**src/rtl/core/bsa_pkg.sv**
```systemverilog
// Shared types, constants and codes for the byte stack ALU.
`timescale 1ns / 1ps
package bsa_pkg;

  localparam int STACK_DEPTH = 32;
  localparam int SP_AW       = $clog2(STACK_DEPTH);
  localparam int CNT_W       = $clog2(STACK_DEPTH + 1);
  localparam int QUEUE_DEPTH = 4;
  localparam int QP_AW       = $clog2(QUEUE_DEPTH);
  localparam int QC_W        = $clog2(QUEUE_DEPTH + 1);

  localparam logic [3:0] CMD_PUSH   = 4'd0;
  localparam logic [3:0] CMD_ADD    = 4'd1;
  localparam logic [3:0] CMD_SUB    = 4'd2;
  localparam logic [3:0] CMD_MUL    = 4'd3;
  localparam logic [3:0] CMD_DIV    = 4'd4;
  localparam logic [3:0] CMD_MOD    = 4'd5;
  localparam logic [3:0] CMD_DUP    = 4'd6;
  localparam logic [3:0] CMD_EQ     = 4'd7;
  localparam logic [3:0] CMD_LT     = 4'd8;
  localparam logic [3:0] CMD_GT     = 4'd9;
  localparam logic [3:0] CMD_NOT    = 4'd10;
  localparam logic [3:0] CMD_AND    = 4'd11;
  localparam logic [3:0] CMD_OR     = 4'd12;
  localparam logic [3:0] CMD_PUTCH  = 4'd13;
  localparam logic [3:0] CMD_PRINT  = 4'd14;
  localparam logic [3:0] CMD_PUTSTR = 4'd15;

  localparam logic [1:0] KIND_DONE = 2'd0;
  localparam logic [1:0] KIND_CHAR = 2'd1;
  localparam logic [1:0] KIND_NUM  = 2'd2;
  localparam logic [1:0] KIND_ERR  = 2'd3;

  localparam logic [1:0] ERR_NONE  = 2'd0;
  localparam logic [1:0] ERR_UNDER = 2'd1;
  localparam logic [1:0] ERR_OVER  = 2'd2;
  localparam logic [1:0] ERR_DIV0  = 2'd3;

  localparam logic [7:0] REG_TRUE  = 8'd0;
  localparam logic [7:0] REG_FALSE = 8'd1;

  typedef enum logic [2:0] {
    CLS_PUSH,
    CLS_DUP,
    CLS_UNARY,
    CLS_BINARY,
    CLS_PUTSTR
  } bsa_cls_t;

  typedef enum logic [2:0] {
    S_IDLE,
    S_UN,
    S_B,
    S_A,
    S_DIV,
    S_SCAN,
    S_EMIT,
    S_FIN
  } bsa_state_t;

  typedef struct packed {
    logic [3:0] command;
    logic [7:0] push_value;
  } bsa_in_t;

  typedef struct packed {
    logic [1:0] kind;
    logic [7:0] data;
    logic [1:0] error_code;
    logic [5:0] depth;
    logic       last;
  } bsa_out_t;

  typedef struct packed {
    bsa_cls_t   cls;
    logic [3:0] command;
    logic [7:0] push_value;
  } bsa_item_t;

  typedef struct packed {
    logic       we;
    logic [7:0] index;
    logic [7:0] wdata;
  } bsa_cfg_t;

endpackage

```
**src/rtl/core/bsa_front.sv**
```systemverilog
// Front end: takes commands, classifies them and hands them to the queue.
`timescale 1ns / 1ps
module bsa_front
  import bsa_pkg::*;
(
  input  logic      clk,
  input  logic      rst_n,
  input  logic      in_valid,
  output logic      in_stall,
  input  bsa_in_t   in_data,
  output logic      q_push,
  input  logic      q_ready,
  output bsa_item_t q_item
);

  logic      hold_valid_r, hold_valid_nxt;
  bsa_item_t hold_r, hold_nxt;
  logic      accept;

  assign in_stall = hold_valid_r && !q_ready;
  assign accept   = in_valid && !in_stall;
  assign q_push   = hold_valid_r && q_ready;
  assign q_item   = hold_r;

  always_comb begin
    hold_nxt            = hold_r;
    hold_nxt.command    = in_data.command;
    hold_nxt.push_value = in_data.push_value;
    case (in_data.command)
      CMD_PUSH:                       hold_nxt.cls = CLS_PUSH;
      CMD_DUP:                        hold_nxt.cls = CLS_DUP;
      CMD_NOT, CMD_PUTCH, CMD_PRINT:  hold_nxt.cls = CLS_UNARY;
      CMD_PUTSTR:                     hold_nxt.cls = CLS_PUTSTR;
      default:                        hold_nxt.cls = CLS_BINARY;
    endcase
    if (!accept) begin
      hold_nxt = hold_r;
    end
  end

  always_comb begin
    hold_valid_nxt = hold_valid_r;
    if (accept) begin
      hold_valid_nxt = 1'b1;
    end else if (q_push) begin
      hold_valid_nxt = 1'b0;
    end
  end

  always_ff @(posedge clk) begin
    if (!rst_n) begin
      hold_valid_r <= 1'b0;
    end else begin
      hold_valid_r <= hold_valid_nxt;
    end
  end

  always_ff @(posedge clk) begin
    hold_r <= hold_nxt;
  end

endmodule

```
**src/rtl/core/bsa_fifo.sv**
```systemverilog
// Short command queue between the front and back ends.
`timescale 1ns / 1ps
module bsa_fifo
  import bsa_pkg::*;
(
  input  logic      clk,
  input  logic      rst_n,
  input  logic      wr_en,
  output logic      wr_ready,
  input  bsa_item_t wr_item,
  input  logic      rd_en,
  output logic      rd_valid,
  output bsa_item_t rd_item
);

  bsa_item_t         entries_r [QUEUE_DEPTH];
  logic [QP_AW-1:0]  wr_ptr_r, wr_ptr_nxt;
  logic [QP_AW-1:0]  rd_ptr_r, rd_ptr_nxt;
  logic [QC_W-1:0]   fill_r, fill_nxt;
  logic              do_wr, do_rd;

  assign wr_ready = fill_r != QC_W'(QUEUE_DEPTH);
  assign rd_valid = fill_r != '0;
  assign rd_item  = entries_r[rd_ptr_r];
  assign do_wr    = wr_en && wr_ready;
  assign do_rd    = rd_en && rd_valid;

  always_comb begin
    wr_ptr_nxt = do_wr ? wr_ptr_r + QP_AW'(1) : wr_ptr_r;
    rd_ptr_nxt = do_rd ? rd_ptr_r + QP_AW'(1) : rd_ptr_r;
    fill_nxt   = fill_r;
    if (do_wr && !do_rd) begin
      fill_nxt = fill_r + QC_W'(1);
    end else if (!do_wr && do_rd) begin
      fill_nxt = fill_r - QC_W'(1);
    end
  end

  always_ff @(posedge clk) begin
    if (!rst_n) begin
      wr_ptr_r <= '0;
      rd_ptr_r <= '0;
      fill_r   <= '0;
    end else begin
      wr_ptr_r <= wr_ptr_nxt;
      rd_ptr_r <= rd_ptr_nxt;
      fill_r   <= fill_nxt;
    end
  end

  always_ff @(posedge clk) begin
    if (do_wr) begin
      entries_r[wr_ptr_r] <= wr_item;
    end
  end

endmodule

```
**src/rtl/core/bsa_back.sv**
```systemverilog
// Back end: stack memory, ALU, iterative divider, putstr walk and result register.
`timescale 1ns / 1ps
module bsa_back
  import bsa_pkg::*;
(
  input  logic      clk,
  input  logic      rst_n,
  input  bsa_cfg_t  cfg,
  input  logic      q_valid,
  input  bsa_item_t q_item,
  output logic      q_pop,
  output logic      out_valid,
  input  logic      out_stall,
  output bsa_out_t  out_data
);

  // stack memory
  logic [7:0]       mem [STACK_DEPTH];
  logic             mem_we, mem_re;
  logic [SP_AW-1:0] mem_waddr, mem_raddr;
  logic [7:0]       mem_wdata;
  logic [7:0]       rd_data_r;

  bsa_state_t       state_r, state_nxt;
  logic [CNT_W-1:0] count_r, count_nxt;
  logic [7:0]       true_r, false_r;

  bsa_cls_t         cls_r, cls_nxt;
  logic [3:0]       cmd_r, cmd_nxt;
  logic [7:0]       b_r, b_nxt;
  logic [7:0]       q_r, q_nxt;
  logic [7:0]       rem_r, rem_nxt;
  logic [2:0]       step_r, step_nxt;
  logic [SP_AW-1:0] idx_r, idx_nxt;
  logic [SP_AW-1:0] zero_r, zero_nxt;

  // pending final result and its stack update
  logic             fin_wr_r, fin_wr_nxt;
  logic [SP_AW-1:0] fin_waddr_r, fin_waddr_nxt;
  logic [7:0]       fin_wdata_r, fin_wdata_nxt;
  logic [CNT_W-1:0] fin_count_r, fin_count_nxt;
  logic [1:0]       fin_kind_r, fin_kind_nxt;
  logic [7:0]       fin_byte_r, fin_byte_nxt;
  logic [1:0]       fin_err_r, fin_err_nxt;

  logic             out_valid_r, out_valid_nxt;
  bsa_out_t         out_r, out_nxt;
  logic             out_free, out_load;

  logic [SP_AW-1:0] top_addr, below_addr;
  logic             empty, full, lt_two;
  logic [7:0]       opa;
  logic [15:0]      prod;
  logic [7:0]       alu_res;
  logic             is_divmod;
  logic [8:0]       div_shift;
  logic             div_ge;
  logic [7:0]       div_rem, div_quo;
  logic [CNT_W-1:0] cnt_dec;
  logic             last_char;

  assign out_free   = !out_valid_r || !out_stall;
  assign out_valid  = out_valid_r;
  assign out_data   = out_r;

  assign top_addr   = SP_AW'(count_r - CNT_W'(1));
  assign below_addr = SP_AW'(count_r - CNT_W'(2));
  assign empty      = count_r == '0;
  assign full       = count_r == CNT_W'(STACK_DEPTH);
  assign lt_two     = count_r < CNT_W'(2);
  assign cnt_dec    = count_r - CNT_W'(1);
  assign last_char  = cnt_dec == (CNT_W'(zero_r) + CNT_W'(1));

  assign opa        = rd_data_r;
  assign prod       = 16'(opa) * 16'(b_r);
  assign is_divmod  = (cmd_r == CMD_DIV) || (cmd_r == CMD_MOD);

  // one restoring step per cycle
  assign div_shift  = {rem_r, q_r[7]};
  assign div_ge     = div_shift >= {1'b0, b_r};
  assign div_rem    = div_ge ? 8'(div_shift - {1'b0, b_r}) : div_shift[7:0];
  assign div_quo    = {q_r[6:0], div_ge};

  always_comb begin
    case (cmd_r)
      CMD_ADD: alu_res = opa + b_r;
      CMD_SUB: alu_res = opa - b_r;
      CMD_MUL: alu_res = prod[7:0];
      CMD_EQ:  alu_res = (opa == b_r) ? true_r : false_r;
      CMD_LT:  alu_res = (opa < b_r) ? true_r : false_r;
      CMD_GT:  alu_res = (opa > b_r) ? true_r : false_r;
      CMD_AND: alu_res = (opa == true_r && b_r == true_r) ? true_r : false_r;
      default: alu_res = (opa == true_r || b_r == true_r) ? true_r : false_r;
    endcase
  end

  // next state
  always_comb begin
    state_nxt = state_r;
    case (state_r)
      S_IDLE: begin
        if (q_valid && out_free) begin
          case (q_item.cls)
            CLS_DUP:    state_nxt = (empty || full) ? S_IDLE : S_UN;
            CLS_UNARY:  state_nxt = empty ? S_IDLE : S_UN;
            CLS_BINARY: state_nxt = lt_two ? S_IDLE : S_B;
            CLS_PUTSTR: state_nxt = empty ? S_IDLE : S_SCAN;
            default:    state_nxt = S_IDLE;
          endcase
        end
      end
      S_UN: state_nxt = S_FIN;
      S_B:  state_nxt = S_A;
      S_A:  state_nxt = (is_divmod && b_r != '0) ? S_DIV : S_FIN;
      S_DIV: begin
        if (step_r == 3'd7) begin
          state_nxt = S_FIN;
        end
      end
      S_SCAN: begin
        if (rd_data_r == '0) begin
          state_nxt = (idx_r == top_addr) ? S_FIN : S_EMIT;
        end else if (idx_r == '0) begin
          state_nxt = S_FIN;
        end
      end
      S_EMIT: begin
        if (out_free && last_char) begin
          state_nxt = S_IDLE;
        end
      end
      S_FIN: begin
        if (out_free) begin
          state_nxt = S_IDLE;
        end
      end
      default: state_nxt = S_IDLE;
    endcase
  end

  // datapath and outputs
  always_comb begin
    q_pop         = 1'b0;
    mem_we        = 1'b0;
    mem_waddr     = fin_waddr_r;
    mem_wdata     = fin_wdata_r;
    mem_re        = 1'b0;
    mem_raddr     = top_addr;
    out_load      = 1'b0;
    out_nxt       = out_r;
    count_nxt     = count_r;
    cls_nxt       = cls_r;
    cmd_nxt       = cmd_r;
    b_nxt         = b_r;
    q_nxt         = q_r;
    rem_nxt       = rem_r;
    step_nxt      = step_r;
    idx_nxt       = idx_r;
    zero_nxt      = zero_r;
    fin_wr_nxt    = fin_wr_r;
    fin_waddr_nxt = fin_waddr_r;
    fin_wdata_nxt = fin_wdata_r;
    fin_count_nxt = fin_count_r;
    fin_kind_nxt  = fin_kind_r;
    fin_byte_nxt  = fin_byte_r;
    fin_err_nxt   = fin_err_r;

    case (state_r)
      S_IDLE: begin
        if (q_valid && out_free) begin
          q_pop              = 1'b1;
          cls_nxt            = q_item.cls;
          cmd_nxt            = q_item.command;
          out_nxt.kind       = KIND_DONE;
          out_nxt.data       = '0;
          out_nxt.error_code = ERR_NONE;
          out_nxt.depth      = 6'(count_r);
          out_nxt.last       = 1'b1;
          case (q_item.cls)
            CLS_PUSH: begin
              out_load = 1'b1;
              if (full) begin
                out_nxt.kind       = KIND_ERR;
                out_nxt.error_code = ERR_OVER;
              end else begin
                mem_we        = 1'b1;
                mem_waddr     = SP_AW'(count_r);
                mem_wdata     = q_item.push_value;
                count_nxt     = count_r + CNT_W'(1);
                out_nxt.depth = 6'(count_nxt);
              end
            end
            CLS_DUP, CLS_UNARY: begin
              if (empty) begin
                out_load           = 1'b1;
                out_nxt.kind       = KIND_ERR;
                out_nxt.error_code = ERR_UNDER;
              end else if (full && q_item.cls == CLS_DUP) begin
                out_load           = 1'b1;
                out_nxt.kind       = KIND_ERR;
                out_nxt.error_code = ERR_OVER;
              end else begin
                mem_re = 1'b1;
              end
            end
            CLS_BINARY: begin
              if (lt_two) begin
                out_load           = 1'b1;
                out_nxt.kind       = KIND_ERR;
                out_nxt.error_code = ERR_UNDER;
              end else begin
                mem_re = 1'b1;
              end
            end
            default: begin
              if (empty) begin
                out_load           = 1'b1;
                out_nxt.kind       = KIND_ERR;
                out_nxt.error_code = ERR_UNDER;
              end else begin
                mem_re  = 1'b1;
                idx_nxt = top_addr;
              end
            end
          endcase
        end
      end

      S_UN: begin
        fin_kind_nxt  = KIND_DONE;
        fin_byte_nxt  = '0;
        fin_err_nxt   = ERR_NONE;
        fin_wr_nxt    = 1'b1;
        fin_waddr_nxt = top_addr;
        fin_wdata_nxt = (rd_data_r == true_r) ? false_r : true_r;
        fin_count_nxt = count_r;
        if (cls_r == CLS_DUP) begin
          fin_waddr_nxt = SP_AW'(count_r);
          fin_wdata_nxt = rd_data_r;
          fin_count_nxt = count_r + CNT_W'(1);
        end else if (cmd_r == CMD_PUTCH || cmd_r == CMD_PRINT) begin
          fin_wr_nxt    = 1'b0;
          fin_count_nxt = cnt_dec;
          fin_kind_nxt  = (cmd_r == CMD_PUTCH) ? KIND_CHAR : KIND_NUM;
          fin_byte_nxt  = rd_data_r;
        end
      end

      S_B: begin
        b_nxt     = rd_data_r;
        mem_re    = 1'b1;
        mem_raddr = below_addr;
      end

      S_A: begin
        fin_kind_nxt  = KIND_DONE;
        fin_byte_nxt  = '0;
        fin_err_nxt   = ERR_NONE;
        fin_wr_nxt    = 1'b1;
        fin_waddr_nxt = below_addr;
        fin_wdata_nxt = alu_res;
        fin_count_nxt = cnt_dec;
        q_nxt         = opa;
        rem_nxt       = '0;
        step_nxt      = '0;
        if (is_divmod && b_r == '0) begin
          fin_wr_nxt    = 1'b0;
          fin_count_nxt = count_r;
          fin_kind_nxt  = KIND_ERR;
          fin_err_nxt   = ERR_DIV0;
        end
      end

      S_DIV: begin
        q_nxt    = div_quo;
        rem_nxt  = div_rem;
        step_nxt = step_r + 3'd1;
        fin_wdata_nxt = (cmd_r == CMD_DIV) ? div_quo : div_rem;
      end

      S_SCAN: begin
        fin_wr_nxt    = 1'b0;
        fin_count_nxt = count_r;
        fin_byte_nxt  = '0;
        if (rd_data_r == '0) begin
          fin_kind_nxt = KIND_DONE;
          fin_err_nxt  = ERR_NONE;
          zero_nxt     = idx_r;
          if (idx_r != top_addr) begin
            mem_re = 1'b1;
          end
        end else if (idx_r == '0) begin
          fin_kind_nxt = KIND_ERR;
          fin_err_nxt  = ERR_UNDER;
        end else begin
          idx_nxt   = idx_r - SP_AW'(1);
          mem_re    = 1'b1;
          mem_raddr = idx_r - SP_AW'(1);
        end
      end

      S_EMIT: begin
        if (out_free) begin
          out_load           = 1'b1;
          out_nxt.kind       = KIND_CHAR;
          out_nxt.data       = rd_data_r;
          out_nxt.error_code = ERR_NONE;
          out_nxt.depth      = 6'(cnt_dec);
          out_nxt.last       = last_char;
          count_nxt          = cnt_dec;
          if (!last_char) begin
            mem_re    = 1'b1;
            mem_raddr = below_addr;
          end
        end
      end

      S_FIN: begin
        if (out_free) begin
          mem_we             = fin_wr_r;
          out_load           = 1'b1;
          out_nxt.kind       = fin_kind_r;
          out_nxt.data       = fin_byte_r;
          out_nxt.error_code = fin_err_r;
          out_nxt.depth      = 6'(fin_count_r);
          out_nxt.last       = 1'b1;
          count_nxt          = fin_count_r;
        end
      end

      default: begin
        q_pop = 1'b0;
      end
    endcase
  end

  always_comb begin
    out_valid_nxt = out_valid_r;
    if (out_load) begin
      out_valid_nxt = 1'b1;
    end else if (!out_stall) begin
      out_valid_nxt = 1'b0;
    end
  end

  always_ff @(posedge clk) begin
    if (!rst_n) begin
      state_r     <= S_IDLE;
      count_r     <= '0;
      out_valid_r <= 1'b0;
      true_r      <= 8'd1;
      false_r     <= 8'd0;
    end else begin
      state_r     <= state_nxt;
      count_r     <= count_nxt;
      out_valid_r <= out_valid_nxt;
      if (cfg.we && cfg.index == REG_TRUE) begin
        true_r <= cfg.wdata;
      end
      if (cfg.we && cfg.index == REG_FALSE) begin
        false_r <= cfg.wdata;
      end
    end
  end

  always_ff @(posedge clk) begin
    cls_r       <= cls_nxt;
    cmd_r       <= cmd_nxt;
    b_r         <= b_nxt;
    q_r         <= q_nxt;
    rem_r       <= rem_nxt;
    step_r      <= step_nxt;
    idx_r       <= idx_nxt;
    zero_r      <= zero_nxt;
    fin_wr_r    <= fin_wr_nxt;
    fin_waddr_r <= fin_waddr_nxt;
    fin_wdata_r <= fin_wdata_nxt;
    fin_count_r <= fin_count_nxt;
    fin_kind_r  <= fin_kind_nxt;
    fin_byte_r  <= fin_byte_nxt;
    fin_err_r   <= fin_err_nxt;
    out_r       <= out_nxt;
  end

  always_ff @(posedge clk) begin
    if (mem_we) begin
      mem[mem_waddr] <= mem_wdata;
    end
  end

  always_ff @(posedge clk) begin
    if (mem_re) begin
      rd_data_r <= mem[mem_raddr];
    end
  end

endmodule

```
**src/rtl/core/byte_stack_alu.sv**
```systemverilog
// Top level of the byte stack ALU: front end, command queue and back end.
`timescale 1ns / 1ps
// Usage:
//   in_*  : one stack command per transfer (in_valid high, in_stall low).
//   out_* : result transfers; most commands give one result with last set,
//           putstr gives one character per byte popped, last on the final one.
//   cfg_* : register writes (index 0 true byte, index 1 false byte), taken
//           when cfg_valid and cfg_ready are high; other indexes are dropped.
// Timing: a command passes the front register and the queue; the back end
//   takes it when idle with its result register free. Back end steps:
//   push and errors found on the count are answered from idle; dup/not/
//   putch/print read the top, then close; binary operators read the top,
//   then the byte below, then close, div and mod after the divider (one
//   quotient bit per cycle); putstr scans down to the zero byte, emits each
//   character, or closes if none. Registered stack reads set these steps.
// Reset: synchronous, active low; empties the stack and queue and restores
//   true = 1, false = 0. Stack bytes are not cleared.
// Stall: a stalled result holds in the output register; the back end pauses
//   and the queue of four commands fills before in_stall is raised.
module byte_stack_alu
  import bsa_pkg::*;
(
  input  logic       clk,
  input  logic       rst_n,
  input  logic       in_valid,
  output logic       in_stall,
  input  bsa_in_t    in_data,
  output logic       out_valid,
  input  logic       out_stall,
  output bsa_out_t   out_data,
  input  logic       cfg_valid,
  output logic       cfg_ready,
  input  logic [7:0] cfg_index,
  input  logic [7:0] cfg_wdata
);

  logic      f_push, f_ready;
  bsa_item_t f_item;
  logic      b_pop, b_valid;
  bsa_item_t b_item;
  bsa_cfg_t  cfg;

  assign cfg_ready = 1'b1;
  assign cfg.we    = cfg_valid && cfg_ready;
  assign cfg.index = cfg_index;
  assign cfg.wdata = cfg_wdata;

  bsa_front u_front (
    .clk      (clk),
    .rst_n    (rst_n),
    .in_valid (in_valid),
    .in_stall (in_stall),
    .in_data  (in_data),
    .q_push   (f_push),
    .q_ready  (f_ready),
    .q_item   (f_item)
  );

  bsa_fifo u_fifo (
    .clk      (clk),
    .rst_n    (rst_n),
    .wr_en    (f_push),
    .wr_ready (f_ready),
    .wr_item  (f_item),
    .rd_en    (b_pop),
    .rd_valid (b_valid),
    .rd_item  (b_item)
  );

  bsa_back u_back (
    .clk       (clk),
    .rst_n     (rst_n),
    .cfg       (cfg),
    .q_valid   (b_valid),
    .q_item    (b_item),
    .q_pop     (b_pop),
    .out_valid (out_valid),
    .out_stall (out_stall),
    .out_data  (out_data)
  );

  // error results carry a code, no data, and close the command
  a_err_fields : assert property (@(posedge clk) disable iff (!rst_n)
    (out_valid && out_data.kind == KIND_ERR) |->
      (out_data.last && out_data.error_code != ERR_NONE && out_data.data == '0))
    else $error("error result malformed");

  a_ok_no_code : assert property (@(posedge clk) disable iff (!rst_n)
    (out_valid && out_data.kind != KIND_ERR) |-> (out_data.error_code == ERR_NONE))
    else $error("error code on a non-error result");

  a_done_last : assert property (@(posedge clk) disable iff (!rst_n)
    (out_valid && out_data.kind == KIND_DONE) |-> (out_data.last && out_data.data == '0))
    else $error("done result not final");

endmodule

```
**config.mk**
```make
export PLATFORM = sky130hd
export DESIGN_NAME = byte_stack_alu
export DESIGN_NICKNAME = d
export VERILOG_FILES = /design/src/rtl/core/bsa_pkg.sv /design/src/rtl/core/bsa_front.sv /design/src/rtl/core/bsa_fifo.sv /design/src/rtl/core/bsa_back.sv /design/src/rtl/core/byte_stack_alu.sv
export SDC_FILE = /design/constraint.sdc
export NUM_CORES = 1
export LEC_CHECK = 0
export ABC_AREA = 1
export BUFFER_PORTS_ARGS = -buffer_cell sky130_fd_sc_hd__clkbuf_2
export CORE_ASPECT_RATIO = 0.7
export CORE_MARGIN = 1
export CORE_UTILIZATION = 55
export DETAILED_ROUTE_END_ITERATION = 8
export PLACE_DENSITY = 0.72
export SYNTH_ARGS = -nofsm -noshare
export SYNTH_HDL_FRONTEND = slang
export SYNTH_SLANG_ARGS = --single-unit
```
**constraint.sdc**
```tcl
create_clock -name clk -period 5.85 [get_ports clk]
set_clock_uncertainty 0.1 [all_clocks]
set_input_delay 0.8775 -clock clk [delete_from_list [all_inputs] [get_ports clk]]
set_output_delay 0.8775 -clock clk [all_outputs]
set_load 0.005 [all_outputs]
```
; ---- Yosys cells after proc, flatten, opt, wreduce, memory -nomap -nowiden
; Memories as Yosys holds them, arrays and structs flattened. A register that Yosys moved wholly into a read port is not among the register bits.
; Cells that the tools add are included.
[classes]
n_eq_ne = 49
muxes = 132
n_reduce_logical = 56
n_mul = 1
add_sub_neg = 13
magnitude_cmp = 4
[op_table]
columns = op, n
row1 = 8-bit two-way mux, 15
row2 = 5-bit two-way mux, 14
row3 = 19-bit two-way mux, 3
row4 = 19-bit case mux with 3 select lines, 1
row5 = 8-bit case mux with 7 select lines, 1
row6 = 6-bit two-way mux, 8
row7 = 8-bit case mux with 2 select lines, 3
row8 = 2-bit two-way mux, 20
row9 = 1-bit two-way mux, 38
row10 = 4-bit == test (second input constant), 9
row11 = 6-bit case mux with 3 select lines, 2
row12 = 3-bit two-way mux, 9
row13 = 8-bit == test, 3
row14 = 8-bit logical NOT, 3
row15 = 2-bit case mux with 3 select lines, 4
row16 = 3-bit case mux with 4 select lines, 2
row17 = 3-bit case mux with 8 select lines, 1
row18 = 8-bit case mux with 3 select lines, 1
row19 = 5-bit case mux with 2 select lines, 2
row20 = 3-bit == test (second input constant), 6
row21 = 4-bit by 3-bit == test with 1-bit output (second input constant), 4
row22 = 8-bit subtractor, 2
row23 = 1-bit logical AND, 15
row24 = 5-bit case mux with 3 select lines, 1
row25 = other kinds (47), 88
[word_totals]
regBits = 144
wordCells = 289
inputBits = 33
mem_bits_rw = 316
n_memories = 2
[mem_list]
columns = name, words, word_bits, rd, rd_ports_with_merged_regs, wr, line
row1 = u_back.mem, 32, 8, 1, 1, 1, bsa_back.sv:18  ; logic [7:0] mem [STACK_DEPTH];
row2 = u_fifo.entries_r, 4, 15, 1, 1, 1, bsa_fifo.sv:16  ; bsa_item_t entries_r [QUEUE_DEPTH];

; ---- Longest topological paths before layout
; Gate-level depths: netlist (run 1).
[logic_depth]
ltp_word = 9
depth_mapped = 23

; ---- Modules after synthesis
; Synthesis (run 1) repeated with hierarchy kept, for this count alone.
[unflattened]
cells_unflattened = 2413
area_unflattened_um2 = 23637.7
[by_module_without_submodules]
columns = mod, seq_area_each_um2, area_per_inst_um2, instances, cells_each
row1 = bsa_back, 11300.8, 20253.2, 1, 2157
row2 = bsa_fifo, 1981.9, 2795.2, 1, 213
row3 = bsa_front, 470.5, 578.1, 1, 41
row4 = byte_stack_alu, 0.0, 11.3, 1, 2

; ---- Worst setup path after synthesis (run 1)
; OpenSTA, ideal clock, no wires.
[synth_timing]
path_type = register to register
from = register u_back.rd_data_r[1] (netlist: u_back.opa[1]) (read register of u_back.mem)
to = register u_back.fin_wdata_r[6], data pin
path_buffers = 1
stages_incl_launch_ff = 17
path_slack_ns = 1.733
required_time_ns = 5.487
arrival_ns = 3.754
cell_sequence = edfxtp_1 > buf_2 > nand2_1 > fa_1 > fa_1 > inv_1 > fa_1 > inv_1 > fa_1 > inv_1 > ha_1 > xor2_1 > o31ai_1 > a21oi_1 > o2111ai_1 > o21bai_1 > nand3_1
[synth_via]
elab_chain_len = 5
elab_cells_between_ends = 18
[synth_lines]
columns = element, line
row1 = from (decl), bsa_back.sv:22  ; logic [7:0] rd_data_r;
row2 = branches (longest 4 deep; another with 8-bit by 8-bit multiplier with 8-bit output), --
row3 = 8-bit case mux with 3 select lines (*), bsa_back.sv:168  ; case (state_r)
row4 = net u_back.fin_wdata_nxt[6], bsa_back.sv:40  ; logic [7:0] fin_wdata_r, fin_wdata_nxt;
row5 = to (signal assigned), bsa_back.sv:377  ; fin_wdata_r <= fin_wdata_nxt;
row6 = to (decl), bsa_back.sv:40
; Mark *: on every way through the listed nets, which the timed path passes.
; A chain may end at the register's enable or synchronous reset.

; ---- Final worst setup path (run 1)
; Ends and elaborated chain as after synthesis.

==> results of run 1 <==
worst reg2reg max path, stage by stage, from the launching register on:
cell and delay [ns]:
edfxtp_1 0.81, nand2_1 0.18, fa_1 0.47, fa_1 0.54, inv_1 0.05, fa_1 0.47, inv_1 0.06, fa_1 0.53
inv_1 0.05, ha_1 0.31, xor2_1 0.29, o31ai_1 0.10, a21oi_1 0.12, o2111ai_1 0.14, o21bai_1 0.23, nand3_1 0.20
layer usage:
metal	wire (µm)	track usage [%]	up-vias
li1	-	-	8378
met1	29100	46.2	8608
met2	26700	41.1	1078
met3	7900	7.51	117
met4	1600	8.33	0
met5	0	0	-
final cells by class:
cell class | count | area, µm²
fill | 3382 | 16000
sequential | 470 | 13800
multi-input combinational | 1579 | 8300
clock buffer | 51 | 1170
inverter | 243 | 912
tap | 544 | 681
timing repair buffer | 78 | 478
clock inverter | 28 | 233
antenna | 1 | 2.50
layout by cell type, fill, tap and decap left out, types with 4 or more instances in the layout:
cell / n
a211oi_1: 5
a21oi_1: 89
a22oi_1: 8
buf_4: 23
clkbuf_1: 5
clkbuf_16: 46
clkbuf_2: 53
clkinv_1: 17
clkinv_2: 6
dfxtp_1: 36
edfxtp_1: 434
fa_1: 16
ha_1: 52
inv_1: 225
inv_2: 13
inv_6: 5
mux2i_1: 8
nand2_1: 452
nand2_2: 4
nand3_1: 412
nand4_1: 19
nor2_1: 182
nor2_2: 6
nor3_1: 15
nor4_1: 4
o211ai_1: 25
o21ai_0: 162
o21ai_1: 8
o21bai_1: 4
o22ai_1: 18
o31ai_1: 4
or2_2: 5
xnor2_1: 11
xor2_1: 25
worst min-delay path by stage:
stage                        from                 end  cells after the start
6_report       u_fifo.rd_ptr_r[1]  u_fifo.rd_ptr_r[1]                      2
5_1_grt                in_data[0]   u_front.q_item[0]                      1
4_1_cts                in_data[0]   u_front.q_item[0]                      1
3_5_place_dp   u_fifo.rd_ptr_r[1]            register                      2
3_3_place_gp   u_fifo.rd_ptr_r[1]  u_fifo.rd_ptr_r[1]                      2
2_1_floorplan  u_fifo.rd_ptr_r[1]            register                      2
registers in the layout, indices dropped and copies added, names as in the netlist, 4 cells and up, named ones only:
register / cells
u_back.mem: 256
u_back.true_r: 8
u_back.rem_r: 8
u_fifo.entries_r: 60
u_back.zero_r: 5
u_back.fin_wdata_r: 8
u_back.opa: 8
u_back.out_data: 19
u_back.fin_count_r: 6
u_back.cmd_r: 4
u_back.count_r: 6
u_back.fin_byte_r: 8
u_back.idx_r: 5
u_back.false_r: 8
u_back.b_r: 8
u_back.q_r: 8
u_front.q_item: 15
u_back.fin_waddr_r: 5
report_power, final:
group | switching [mW] | total [mW] | internal (mW)
logic | 5.19 | 7.31 | 2.12
clock network | 1.28 | 2.85 | 1.57
registers | 0.415 | 5.08 | 4.66
total | 6.89 | 15.2 | 8.36
cells by family after synthesis:
| group | share of synthesized area, % |
|---|---|
| compound gates | 8.57 |
| xor+xnor | 1.35 |
| fa+ha+maj | 4.15 |
| buf+inv | 6.00 |
| flops | 58.8 |
| mux | 0.342 |
| other cells | 0.0160 |
| simple gates | 20.8 |
stage by stage:
stage	cell area [µm²]	worst slack, ns
floorplan	23400	1.73
global placement	24100	0.937
detailed placement	24100	0.928
CTS	25500	0.925
global route	25500	0.713
finish	25500	0.916
==> impl_metrics.ini, run 1 <==
[critical_path]
worstReg2RegEnd = u_back.fin_wdata_r[6]
cp_data_arrival_time_ns = 5.10
startpoint = u_back.opa[1]
rrSetupSlack_ns = 0.92
rr_startpoint = u_back.opa[1]
critical_path.top_delay_family = adder cells
cp_cell_sequence = nand2_1 -> fa_1 -> fa_1 -> inv_1 -> fa_1 -> inv_1 -> fa_1 -> inv_1 -> ha_1 -> xor2_1 -> o31ai_1 -> a21oi_1 -> o2111ai_1 -> o21bai_1 -> nand3_1
path_depth = 15
required_ns = 6.01
endpoint = u_back.fin_wdata_r[6]
critPathKind = reg2reg
r2r_cells = 15
crit_fanout = 13
crit_path_end_kind = register
path_buf_inv = 3
worst_path_most_repeated_cell = fa_1
start_kind = register
critPathMaxStageDelay_ns = 0.81
crit_path_top_delay_cell = edfxtp_1

[placed_design]
place_congestion = 1.03
dp.cells = 2914
dp_hpwl_mm = 44.5
portBuffers = 53

[clock_tree]
cts_hold_buf = 0
tritoncts = yes
root_buffer = clkbuf_16
htreeDepth = 2
clk_pin_slew_ns = 0.07
cts_max_path_buffers = 3
post_cts.resized_instances = 0
numCtsBuffers = 45
post_cts_buffers = 0
numClockSinks = 470
clock_latency_ns = 0.58

[timing]
worstMarginPinSlew_ns = 1.29
fmax_mhz = 203
hold_violations = 0
rsz0062_at_grt = no
setup_viol = 0
slew_viol_final = 0
max_slew_margin_pct = 13.9
whs_ns = 0.377
min_period_ns = 4.93
finalCritPeriodShare_pct = 84.4
setup_tns_ns = 0

[global_route]
grt_pass1_vias = 16700
antenna_found_initial = 0
track_usage_pct = 29.8
grt_first_pass_wirelength_mm = 98.9
grt_overflow_total = 0
grt_max_degree = 89

[synthesis]
synth_seq_cells = 470
synthArstFlopShare_pct = 0
synth.most_common_cell = nand2_1
post_synth_most_frequent_cells = 454 x nand2_1, 434 x edfxtp_1, 413 x nand3_1
synth-edff-count = 434
synth_top_cell_by_area = edfxtp_1
syn_avg_cell_area_um2 = 9.76
synth_cell_type_count = 55
ys_top_cells_by_area = edfxtp_1 56%, nand3_1 8.8%, nand2_1 7.3%
ys_seq_area_share_pct = 58.8
synth.top_cell.area_share_pct = 55.7
syn_area_um2 = 23400
syn-num-nets = 2499
yosysWarnings = 0
synth_ff_type = edfxtp_1
syn_inst = 2398

[hold_path]
hold_path.class = reg2reg

[floorplanning]
fp-row-count = 62
start_util_pct = 56.4
core_area_um2 = 41500
die-width_um = 249
io_pins = 55
die_area_um2 = 43400
die_h_um = 175

[drt]
vias_per_cell = 6.07
drc_errors = 0
drt_iter0_drc = 2565
first_pass_iters = 8
ant_nets = 0
vias = 18200
wl_per_cell_um = 21.8
drt_wl_total_mm = 65.2

[status]
status = finished, final reports clean

[pwr]
leakage_nw = 9.98
power.total_mw = 15.2
power_density_nw_per_um2 = 597
vdd_drop_max_uv = 381

[cells_and_area]
final_net_count = 2518
syn_to_final_growth_pct = 9.07
fin_util_pct = 61.5
final_layout_size_suffix_gt1_share_pct = 7.43
final_cells = 2994

[run]
cap_violations = 0
Power figures use the tool's default switching activity.
==> run 2, diff against run 1 <==
==> constraint.sdc (replaced) <==
create_clock -name clk -period 5 [get_ports clk]
set_clock_uncertainty 0.1 [all_clocks]
set_input_delay 0.75 -clock clk [delete_from_list [all_inputs] [get_ports clk]]
set_output_delay 0.75 -clock clk [all_outputs]
set_load 0.005 [all_outputs]
==> run 2 against run 1 <==
Effect of this change:
- setup slack got worse by 0.32 ns
- utilization increased by 1.3 points
- clock power increased by 22%
- sequential share of layout area decreased by 1.1 points
- via count increased by 1.4%
- fmax increased by 12%
- global-route usage about the same
- power increased by 19%
- flip-flop and latch count unchanged
- register-to-register slack got worse by 0.32 ns
- critical endpoint unchanged
- design area increased by 2.1%
==> impl_metrics.ini, run 2 (synthesis gave the netlist of run 1 again) <==
[timing]
fmax_mhz = 227
finalWorstSetupSlack_ns = 0.600
setup_tns_ns = 0
hold_violations = 0
worstMarginPinSlew_ns = 1.04
max_slew_margin_pct = 30.4
finalCritPeriodShare_pct = 88.0
min_period_ns = 4.40
rsz0062_at_grt = no
slew_viol_final = 0
setup_viol = 0
whs_ns = 0.254

[drt]
vias_per_cell = 6.04
drt_wl_total_mm = 65.0
ant_nets = 0
drc_errors = 0
drt_iter0_drc = 2523
vias = 18400
first_pass_iters = 6
wl_per_cell_um = 21.3

[critical_path]
start_kind = register
critPathMaxStageDelay_ns = 0.56
cp_cell_sequence = ha_1 -> inv_1 -> fa_1 -> inv_1 -> fa_1 -> ha_1 -> inv_1 -> fa_1 -> inv_1 -> ha_1 -> a21oi_1 -> xor2_1 -> o31ai_1 -> a21oi_1 -> o2111ai_1 -> o21bai_1 -> nand3_1
crit_path_end_kind = register
crit_fanout = 10
cp_data_arrival_time_ns = 4.63
path_buf_inv = 4
critPathKind = reg2reg
critical_path.top_delay_family = adder cells
worst_path_most_repeated_cell = inv_1
required_ns = 5.22
crit_path_top_delay_cell = edfxtp_1

[cells_and_area]
fillers = 3339
seq_area_um2 = 13800
layout_commonest_cell = nand2_1
largest_register = u_back.mem
largest_register_ffs = 256
multi_input_area_um2 = 8300
syn_to_final_growth_pct = 11.3
mostFrequentLayoutCells = 452 x nand2_1, 434 x edfxtp_1, 412 x nand3_1, 225 x inv_1, 182 x nor2_1
final_layout_size_suffix_gt1_share_pct = 9.69
final_net_count = 2573

[clock_tree]
clk_pin_slew_ns = 0.08
cts_max_path_buffers = 3
post_cts_buffers = 0
cts_hold_buf = 0
numCtsBuffers = 45
numClockSinks = 470
root_buffer = clkbuf_16
clock_latency_ns = 0.58
tritoncts = yes
post_cts.resized_instances = 0
htreeDepth = 2

[global_route]
grt_overflow_total = 0
grt_first_pass_wirelength_mm = 99.4
antenna_found_initial = 0
grt_max_degree = 113
track_usage_pct = 29.8
grt_pass1_vias = 17000

[floorplanning]
start_util_pct = 56.4
die-width_um = 249
io_pins = 55
fp-row-count = 62
core_area_um2 = 41500
die_area_um2 = 43400
die_h_um = 175

[status]
status = finished, final reports clean

[pwr]
leakage_nw = 10.3
vdd_drop_max_uv = 568
power_density_nw_per_um2 = 698

[placed_design]
dp_hpwl_mm = 44.7
place_congestion = 1.01
portBuffers = 53
place_ws_ns = 0.610

[hold_path]
hold_path.class = in2reg

[run]
cap_violations = 0
-- run 2: worst reg2reg max path: stages (launching register included) --
cell and delay, ns:
edfxtp_1 0.56, ha_1 0.24, inv_1 0.07, fa_1 0.36
inv_1 0.09, fa_1 0.39, ha_1 0.29, inv_1 0.05
fa_1 0.54, inv_1 0.05, ha_1 0.33, a21oi_1 0.21
xor2_1 0.24, o31ai_1 0.09, a21oi_1 0.13, o2111ai_1 0.15
o21bai_1 0.18, nand3_1 0.09
-- run 2: cell type report --
type | count | share of cell area (%)
diodes | 1 | 0.00961
clock buffers | 48 | 4.37
clock inverters | 35 | 1.31
inverters | 243 | 3.50
multi-input cells | 1579 | 31.8
flip-flops and latches | 470 | 52.8
well taps | 544 | 2.61
repair buffers | 133 | 3.56
-- run 2: layer usage --
metal  track usage (%)  vias up  wire length, µm
li1                  -     8488                -
met1              45.9     8856            28700
met2              41.4     1003            26900
met3              8.55       85             8190
met4              6.78        0             1200
met5                 0        -                0
-- run 2: through the flow --
| step | total power [mW] | util (%) | cell area, µm² | std cells |
|---|---|---|---|---|
| after global placement | 14.4 | 59.2 | 24600 | 2969 |
| after detailed placement | 14.5 | 59.2 | 24600 | 2969 |
| final | 18.2 | 62.8 | 26100 | 3053 |
| after global routing | 19.3 | 62.8 | 26100 | 3052 |
| after floorplan | 11.6 | - | 23400 | 2398 |
| after CTS | 18.0 | 62.8 | 26100 | 3052 |
-- run 2: where the power goes --
part / total [mW] / switching (mW) / internal, mW
clock network: 3.48 / 1.52 / 1.97
logic: 8.85 / 6.23 / 2.62
registers: 5.84 / 0.403 / 5.44
-- run 2: path summary, 6_finish.rpt --
kind                                         endpoint          startpoint  slack (ns)  depth (start not counted)
worst min register to register               register  u_fifo.rd_ptr_r[1]        0.37                          2
worst max-delay path            u_back.fin_wdata_r[6]       u_back.opa[2]        0.60                         17
worst min-delay path                u_front.q_item[0]          in_data[0]        0.25                          1
worst max register to register  u_back.fin_wdata_r[6]       u_back.opa[2]        0.60                         17
